**src/hdl/wmh_pkg.sv**
```systemverilog
package wmh_pkg;

  localparam int NUM_BINS = 16;
  localparam int BIN_W    = 4;
  localparam int AMT_W    = 64;
  localparam int STAT_W   = 2;
  localparam int CFG_AW   = 3;
  localparam int CFG_DW   = 32;

  localparam logic REG_DEFAULT_BIN = 1'b0;

  localparam logic [STAT_W-1:0] STAT_FOUND   = 2'd0;
  localparam logic [STAT_W-1:0] STAT_DEFAULT = 2'd1;
  localparam logic [STAT_W-1:0] STAT_NONE    = 2'd2;

  typedef enum logic [1:0] {
    S_IDLE,
    S_HALF,
    S_SCAN,
    S_DONE
  } wmh_state_t;

  typedef struct packed {
    logic             vld;
    logic             found;
    logic [BIN_W-1:0] fidx;
    logic [AMT_W-1:0] run;
  } wmh_tok_t;

endpackage

```
**src/hdl/wmh_cell.sv**
```systemverilog
module wmh_cell (
  input  logic                       clk,
  input  logic                       rst_n,
  input  logic [wmh_pkg::BIN_W-1:0]  cell_idx,
  input  logic                       upd_en,
  input  logic [wmh_pkg::BIN_W-1:0]  upd_bin,
  input  logic [wmh_pkg::AMT_W-1:0]  upd_amount,
  input  logic [wmh_pkg::AMT_W-1:0]  half,
  input  wmh_pkg::wmh_tok_t          tok_in,
  output wmh_pkg::wmh_tok_t          tok_out
);
  import wmh_pkg::*;

  logic [AMT_W-1:0] tally_r, tally_nxt;
  wmh_tok_t         tok_r, tok_nxt;
  logic [AMT_W-1:0] run_sum;
  logic             reach;

  always_comb begin
    tally_nxt = tally_r;
    if (upd_en && (upd_bin == cell_idx)) begin
      tally_nxt = tally_r + upd_amount;
    end
  end

  assign run_sum = tok_in.run + tally_r;
  assign reach   = ($signed(run_sum) >= $signed(half));

  always_comb begin
    tok_nxt.vld   = tok_in.vld;
    tok_nxt.run   = run_sum;
    tok_nxt.found = tok_in.found | reach;
    tok_nxt.fidx  = tok_in.found ? tok_in.fidx : cell_idx;
  end

  always_ff @(posedge clk) begin
    if (!rst_n) begin
      tally_r <= '0;
      tok_r   <= '0;
    end else begin
      tally_r <= tally_nxt;
      tok_r   <= tok_nxt;
    end
  end

  assign tok_out = tok_r;

endmodule

```
**config.mk**
```make
export PLATFORM = sky130hd
export DESIGN_NAME = wmh_cell
export DESIGN_NICKNAME = d
export VERILOG_FILES = /design/src/hdl/wmh_pkg.sv /design/src/hdl/wmh_cell.sv
export SDC_FILE = /design/constraint.sdc
export NUM_CORES = 1
export LEC_CHECK = 0
export ABC_CLOCK_PERIOD_IN_PS = 10700
export BUFFER_PORTS_ARGS = -buffer_cell sky130_fd_sc_hd__buf_2
export CAP_MARGIN = 15
export CORE_MARGIN = 1
export CORE_UTILIZATION = 50
export DETAILED_ROUTE_END_ITERATION = 10
export GPL_TIMING_DRIVEN = 0
export PLACE_DENSITY = 0.77
export SLEW_MARGIN = 20
export SYNTH_ARGS = -nofsm -noshare
export SYNTH_HDL_FRONTEND = slang
export SYNTH_SLANG_ARGS = --single-unit
```
**constraint.sdc**
```tcl
create_clock -name clk -period 10.7 [get_ports clk]
set_input_delay 3.21 -clock clk [delete_from_list [all_inputs] [get_ports clk]]
set_output_delay 3.21 -clock clk [all_outputs]
set_load 0.05 [all_outputs]
```
# --- After elaboration in Yosys (flattened, before gate mapping) ---
# Cells that the tools add are included.
totals:
  elab_cells: 12
  out_inout_bits: 70
  reg_bits: 134
classes:
  eq_ne: 1
  reduce_logical: 1
  add_sub_neg: 2
  magnitude_cmp: 1
  n_mux: 1
  bitwise_logic: 1
op_table:
  columns: ["cell", "n"]
  rows:
  - ["64-bit adder", 2]
  - ["64-bit greater-or-equal comparator", 1]
  - ["4-bit equality test", 1]
  - ["4-bit two-way mux", 1]
  - ["1-bit logical AND", 1]
  - ["1-bit bitwise OR", 1]

# --- Logic depth before layout (Yosys ltp) ---
# Gate-level depths: netlist of run 1.
depth:
  ltp_word: 3
  ltp_mapped: 24
  ltp_nobuf: 24

# --- Worst setup path before layout of run 1 ---
# OpenSTA, ideal clock, no wires.
synth_path:
  path_type: "input -> register"
  startpoint: "in tok_in[5] (netlist bit)"
  endpoint: "reg tok_r (netlist bit tok_out[68])"
  path_slack_ns: 3.459
  path_buffers: 0
  setup_ns: 0.127
  stages: 20
  arrival_ns: 7.113
  path_cell_list: "ha_1 > a21o_1 > a21o_1 > a21o_1 > a221oi_2 > o21bai_1 > a21oi_2 > o21bai_1 > a21oi_1 > xnor2_1 > ha_1 > a21o_1 > a21o_1 > a21oi_1 > o21ai_0 > a221o_1 > a221o_1 > a221oi_1 > mux2i_1 > a21boi_0"
synth_between:
  elab_chain_len: 3
synth_rtl:
  columns: ["element", "line", "source"]
  rows:
  - ["start, declared", "wmh_cell.sv:9", "input wmh_pkg::wmh_tok_t tok_in,"]
  - ["64-bit adder", "wmh_cell.sv:26", "assign run_sum = tok_in.run + tally_r;"]
  - ["via run_sum[29]", "wmh_cell.sv:16", "logic [AMT_W-1:0] run_sum;"]
  - ["64-bit greater-or-equal comparator", "wmh_cell.sv:27", "assign reach = ($signed(run_sum) >= $signed(half));"]
  - ["1-bit bitwise OR", "wmh_cell.sv:32", "tok_nxt.found = tok_in.found | reach;"]
  - ["end signal, assigned", "wmh_cell.sv:42", "tok_r <= tok_nxt;"]
  - ["end, declared", "wmh_cell.sv:15", "wmh_tok_t tok_r, tok_nxt;"]
# The timed path passes the listed nets, and every way through them passes these cells.
# A chain may end at the register's enable or synchronous reset.

# --- Worst setup path after layout of run 1 ---
# Same ends and word-level chain as after synthesis.

==> metrics.txt, run 1 <==
number of cell rows=59; Peak Freq=130 MHz; Fin. Hold Viols=0; Clk pin slew, worst setup/hold paths=0.06 ns; drt total wl=between 40 and 50 mm; Max Cap Viol=0; global-route wire length before repair=65.9 mm; Seq/Total Area, Yosys=0.204; die width=164 um; Post-synth EDFFs=0; # setup viols final=0; CTS resizes=0; design area=about 16000 um2; Final HPWL DP=35.5 mm; cell taking the most area after synthesis=dfxtp_1; CP Max Fanout=5; Post-DP Area=15000 um2; H-tree levels=4; RSZ-0062 raised after global routing=no; CTS buffer count=17; num ports=279; Initial Util=0.508; Slew HR=0.468; CP Data Arrival Time=8.02 ns; share of layout cells above drive strength 1=0.158; CP delay by family, top=compound AO/OA/AOI/OAI gates; WS Path Type=primary input to flip-flop; Buf/Inv on CP=1; slowest CP cell=a31oi_1; Pwr Density=106 nW/um2; Synth Cell Area=13200 um2; CP Data Required Time=11.00 ns; DR iter-0 viols=~1000; setup TNS=0 ns; root buf cell=clkbuf_16; critical path's most frequent cell=a21o_1; port bufs=277; Vias/cell=5.73; CP startpoint kind=primary input; routed len/inst=17.9 um; CP max stage delay=0.42 ns; Core Util, Final=0.604; Yosys top cell area share=0.204; clk_lat worst skew=0.43 ns; Clock Skews=approximately 0.019 ns; Synth Instances=1731; Critical Path End Type=flip-flop; power consumption=1660 uW; Die ar.=27000 um2; fin crit share=0.721; global placer's final weighted congestion=0.951; CTS tree=built; Post-CTS Setup Bufs=0; Min Hold Slack=0.499 ns; Hold Path Class=flip-flop to flip-flop; Tmin final=7.72 ns; GRT Overall Usage=0.312; drc violations=0; Slew Viols, Final=0; Ys Warns=0; Seq cells post-synth=134; Pre-antenna DRT Iters=7; ANT nets after route=0; GR Overflow Total=0; Post-synth ARST share=0; core box area=~26000 um2; Final nets=2428; P_leak=between 0.008 and 0.009 uW; CTS sink count=134; initial antenna violation count=11; Hold Buf Count CTS=0; Worst-Margin Slew=approximately 0.80 ns; P&R area growth vs syn=18.9%; clock tree buffer depth=2; crit path cell chain=buf_2, ha_1, a21o_1, a21o_1, a21o_1, a221oi_2, o21bai_1, a21oi_2, nor2_1, a31oi_1, o21ai_0, xor2_1, ha_1, a21o_1, a21o_1, a21oi_1, o21ai_0, a221o_1, a221oi_1, mux2i_1, a21boi_0; syn nets=2132; largest net degree at the start of global routing=17; Netlist cell types=65; outcome=finished, final reports clean; synth top area cells=dfxtp_1 20%, ha_1 18%, a21oi_1 6.6%, a21o_1 6.4%, nand2_1 5.3%; Peak VDD IR=0.000107 V; die height=164 um; vias post-DR=~14000; syn_area_per_cell=~7.6 um2; vias in the first global route=12700; Synth Flop Type=dfxtp_1
## sequential cells by signal, summed over array words and instances, names as in the netlist
register,count
tally_r,64
tok_out,70
## area by class of cell
type,count,area [um2]
diodes,11,27.5
inverters,107,402
multi-input cells,1420,9810
repair buffers,277,1390
flip-flops and latches,134,2680
fillers,2438,10300
well taps,335,419
clock buffers,20,457
plain buffers,70,267
clock inverters,11,198
## report_power, final
group,internal (uW),switching (uW)
logic,168,293
clock network,427,235
registers,523,11.7
## worst paths after layout
path	from	end	cells past startpoint	slack, ns
worst max-delay path	tok_in[5]	tok_out[68]	21	2.98
worst min-delay path	tally_r[62]	tally_r[62]	2	0.50
worst max register to register	tally_r[5]	tok_out[68]	20	5.53
worst min register to register	tally_r[62]	tally_r[62]	2	0.50
## per-layer routing
metal	wire length [um]	track usage	vias up
li1	-	-	6789
met1	20100	0.443	6262
met2	18400	0.482	534
met3	2700	0.0326	73
met4	1400	0.120	0
met5	0	0	-
## through the flow
step,setup WS (ns),std cells
after floorplan,3.46,1731
after global placement,2.61,2343
after detailed placement,2.63,2343
after CTS,3.04,2374
after global routing,2.68,2385
final,2.98,2385
## placed cells by master (no fill, tap or decap), drive strengths merged, types with 15 or more instances in the layout
master  count
a21boi     19
a21o      113
a21oi     174
a31oi      24
and2      106
and3       15
buf       280
clkbuf     87
dfxtp     134
ha        190
inv       108
nand2     187
nand3      16
nand4      55
nor2       75
nor2b      18
o21a       15
o21ai     137
o21bai     32
xnor2      76
xor2       49
## worst min-delay path, delay by kind of cell (launching register included)
kind,cells,cell delay (ns)
DFF,1,0.33
and+or+nand+nor,1,0.06
AOI/OAI and AO/OA,1,0.06
## cell usage after synthesis, drive strengths merged, types with 2 or more instances
library cell	instances
ha	190
nand2	187
a21oi	174
o21ai	137
dfxtp	134
a21o	113
inv	107
and2	106
xnor2	76
nor2	75
clkbuf	67
nand4	55
xor2	49
o21bai	32
a31oi	24
a21boi	19
nor2b	18
nand3	16
and3	15
o21a	15
nor3	11
a211oi	9
nand2b	9
or3	7
a221oi	6
mux2i	6
nor4	6
a211o	5
a221o	5
o31ai	5
o211a	4
o211ai	4
o22ai	4
o31a	4
or2	4
buf	3
nand3b	3
nor3b	3
o221ai	3
a2111oi	2
a41oi	2
and4	2
fa	2
o41ai	2
## logic make-up (layout without fill, tap and decap cells)
kind of cell             Yosys count  count (layout)  share of synthesized area
AO/OA/AOI/OAI                    578             578                      0.279
AND/OR/NAND/NOR                  519             519                      0.195
adder cells (fa/ha/maj)          192             192                      0.184
buffers and inverters            177             485                     0.0508
flip-flops                       134             134                      0.204
XOR/XNOR                         125             125                     0.0832
multiplexers                       6               6                    0.00456
other                              0              11                          0
Note: power is estimated with default switching activity, not from simulation.
==> inputs of run 2 (changes only) <==
Settings changed: ABC_AREA set to 1, ABC_CLOCK_PERIOD_IN_PS 10700 to 8000, PLACE_DENSITY 0.77 to 0.75.
Clock period 10.7 ns to 8 ns, I/O delays scaled along.
==> metrics.txt, run 2 <==
Yosys top cell area share=0.181; count leader, synth=nand2_1; num ports=279; Seq/Total Area, Yosys=0.166; drc violations=0; commonest non-fill, non-tap cell in the layout=nand2_1; die width=roughly 180 um; Critical Path End Type=flip-flop; reg2reg path depth=22; # setup viols final=0; Min Hold Slack=0.527 ns; RSZ-0062 raised after global routing=no; critical path's most frequent cell=nand2_1; syn_area_per_cell=roughly 5.7 um2; share of layout cells above drive strength 1=0.124; CTS sink count=134; number of cell rows=between 60 and 70; vias post-DR=18600; global placer's final weighted congestion=1.02; Critical R2R Capture=tok_out[68]; reg2reg setup slack=3.77 ns; global-route wire length before repair=93.4 mm; Die ar.=about 33000 um2; Synth Instances=2829; Post-synth ARST share=0; fin crit share=0.739; fillers=3277; Synth Flop Type=dfxtp_1; CP startpoint kind=primary input; Peak VDD IR=0.000169 V; Seq cells post-synth=134; Pwr Density=132 nW/um2; fin cells=~3500; Seq pwr share=0.297; switching power of the nets=974 uW; clk_lat worst skew=roughly 0.46 ns; GR Overflow Total=0; Hold Crit Start=tally_r[0]; Post-CTS Setup Bufs=0; Ys Warns=0; commonest cells after routing, fill and taps aside=781 x nand2_1, 586 x inv_1, 324 x nor2_1, 285 x buf_2, 223 x a21oi_1; P&R area growth vs syn=15.5%; Worst-Margin Slew=0.912 ns; vias in the first global route=about 18000; Post-synth EDFFs=0; synth top area cells=nand2_1 18%, dfxtp_1 17%, ha_1 15%, inv_1 14%, nor2_1 7.5%; largest net degree at the start of global routing=17; CTS resizes=0; Tmin final=~5.9 ns; DR iter-0 viols=~1300; drt total wl=61.2 mm; clock share of power=0.343; syn nets=3230; slowest CP cell=ha_1; Slew Viols, Final=0; CTS tree=built; setup TNS=0 ns; GRT Overall Usage=0.371; Largest register FFs=70; Pre-antenna DRT Iters=5; CP max stage delay=approximately 0.47 ns; Hold Buf Count CTS=0; Max Cap Viol=0; outcome=finished, final reports clean; crit path cell chain=buf_2, ha_1, a21oi_1, o21ai_0, a21oi_1, nand2_2, nand3_1, nand2_1, nand2_1, nand3_1, nand2_1, inv_1, ha_1, nand2_1, nor2_1, nand2_1, nor3b_1, and2_1, nand2_1, nand3_1, nand3_1, nand2_1, inv_1; R2R Path Start=tally_r[14]; die height=182 um; Netlist cell types=41; port bufs=277; Gate power share=0.359; Synth Cell Area=approximately 16000 um2; Hold Path Class=flip-flop to flip-flop; H-tree levels=4; ANT nets after route=0; Clk pin slew, worst setup/hold paths=roughly 0.060 ns; internal power=approximately 1500 uW; Fin. Hold Viols=0; routed len/inst=17.3 um; CTS buffer count=17; Final nets=3526; P_leak=0.0110 uW; core box area=around 32000 um2; Slew HR=0.392; initial antenna violation count=2; Vias/cell=5.24; switching share of power=0.393; CP Data Arrival Time=6.26 ns; Initial Util=0.511; CP Max Fanout=4; root buf cell=clkbuf_16; CP Data Required Time=about 8.3 ns; Hold Path End=tally_r[0]; top cells by count, synth=781 x nand2_1, 586 x inv_1, 324 x nor2_1, 223 x a21oi_1, 190 x ha_1; Clock Skews=0.0113 ns; placed cell count=3508; WHS Path Cells=2; Peak Freq=169 MHz; clock tree buffer depth=2; Final HPWL DP=53.4 mm; WS Path Type=primary input to flip-flop; cell taking the most area after synthesis=nand2_1
## run 2: cell types whose count changed after synthesis, moves of 22 or more
cell and delta:
nand2_1 +594, inv_1 +479, nor2_1 +249, a21o_1 -105, nand3_1 +103, and2_1 -101
xnor2_1 -63, clkbuf_1 -51, a21oi_1 +50, nand4_1 -41, nand2_2 +22, o21a_1 +22
## run 2: cells by family after synthesis
kind of cell               synth area share
xor gates and xnor gates             0.0357
adders and majority gates             0.149
buffers and inverters                 0.146
DFF                                   0.166
AOI/OAI and AO/OA                     0.160
and+or+nand+nor                       0.344
## run 2: through the flow
| step | util | instance area [um2] | setup WS (ns) | power (uW) |
|---|---|---|---|---|
| 6_report | 0.590 | 18700 | 2.09 | 2480 |
| 3_5_place_dp | 0.570 | 18100 | 1.74 | 1620 |
| 2_1_floorplan | - | 16200 | 2.85 | 1350 |
| 3_3_place_gp | 0.570 | 18100 | 1.76 | 1600 |
| 4_1_cts | 0.590 | 18700 | 2.17 | 2470 |
| 5_1_grt | 0.590 | 18700 | 1.77 | 2600 |
## run 2: area by class of cell
type	count	area [um2]	area share
multi-input cells	2068	11200	0.596
clock inverters	13	171	0.00916
flip-flops and latches	134	2680	0.143
well taps	402	503	0.0269
inverters	600	2250	0.120
diodes	2	5.00	0.000267
repair buffers	277	1390	0.0741
clock buffers	19	453	0.0242
plain buffers	27	111	0.00595
## run 2: worst max path at each step
stage / from / to / slack [ns] / depth (start not counted)
after floorplan: tok_in[0] / tok_out[68] / 2.85 / 28
after global placement: tok_in[14] / tok_out[68] / 1.76 / 23
after detailed placement: tok_in[14] / tok_out[68] / 1.74 / 23
after CTS: tok_in[14] / tok_out[68] / 2.17 / 23
after global routing: tok_in[34] / tok_out[68] / 1.77 / 22
final: tok_in[14] / tok_out[68] / 2.09 / 23
## run 2: power by group through the flow
| stage | Sequential [uW] | Combinational [uW] | Clock (uW) |
|---|---|---|---|
| floorplan | 855 | 491 | 0 |
| global placement | 748 | 853 | 0 |
| detailed placement | 750 | 871 | 0 |
| CTS | 735 | 878 | 854 |
| global route | 739 | 982 | 882 |
| finish | 736 | 891 | 851 |
## run 2: worst max-delay path: cells and delay by family
family          cells  cell delay [ns]
simple gates       15             2.02
fa+ha+maj           2             0.85
buf+inv             3             0.19
compound gates      3             0.76
## run 2: layer usage
| metal | global-route usage | vias up | wire (um) |
|---|---|---|---|
| li1 | - | 9447 | - |
| met1 | 0.461 | 8356 | 26700 |
| met2 | 0.635 | 644 | 28300 |
| met3 | 0.0419 | 125 | 3370 |
| met4 | 0.180 | 0 | 2830 |
| met5 | 0 | - | 0 |
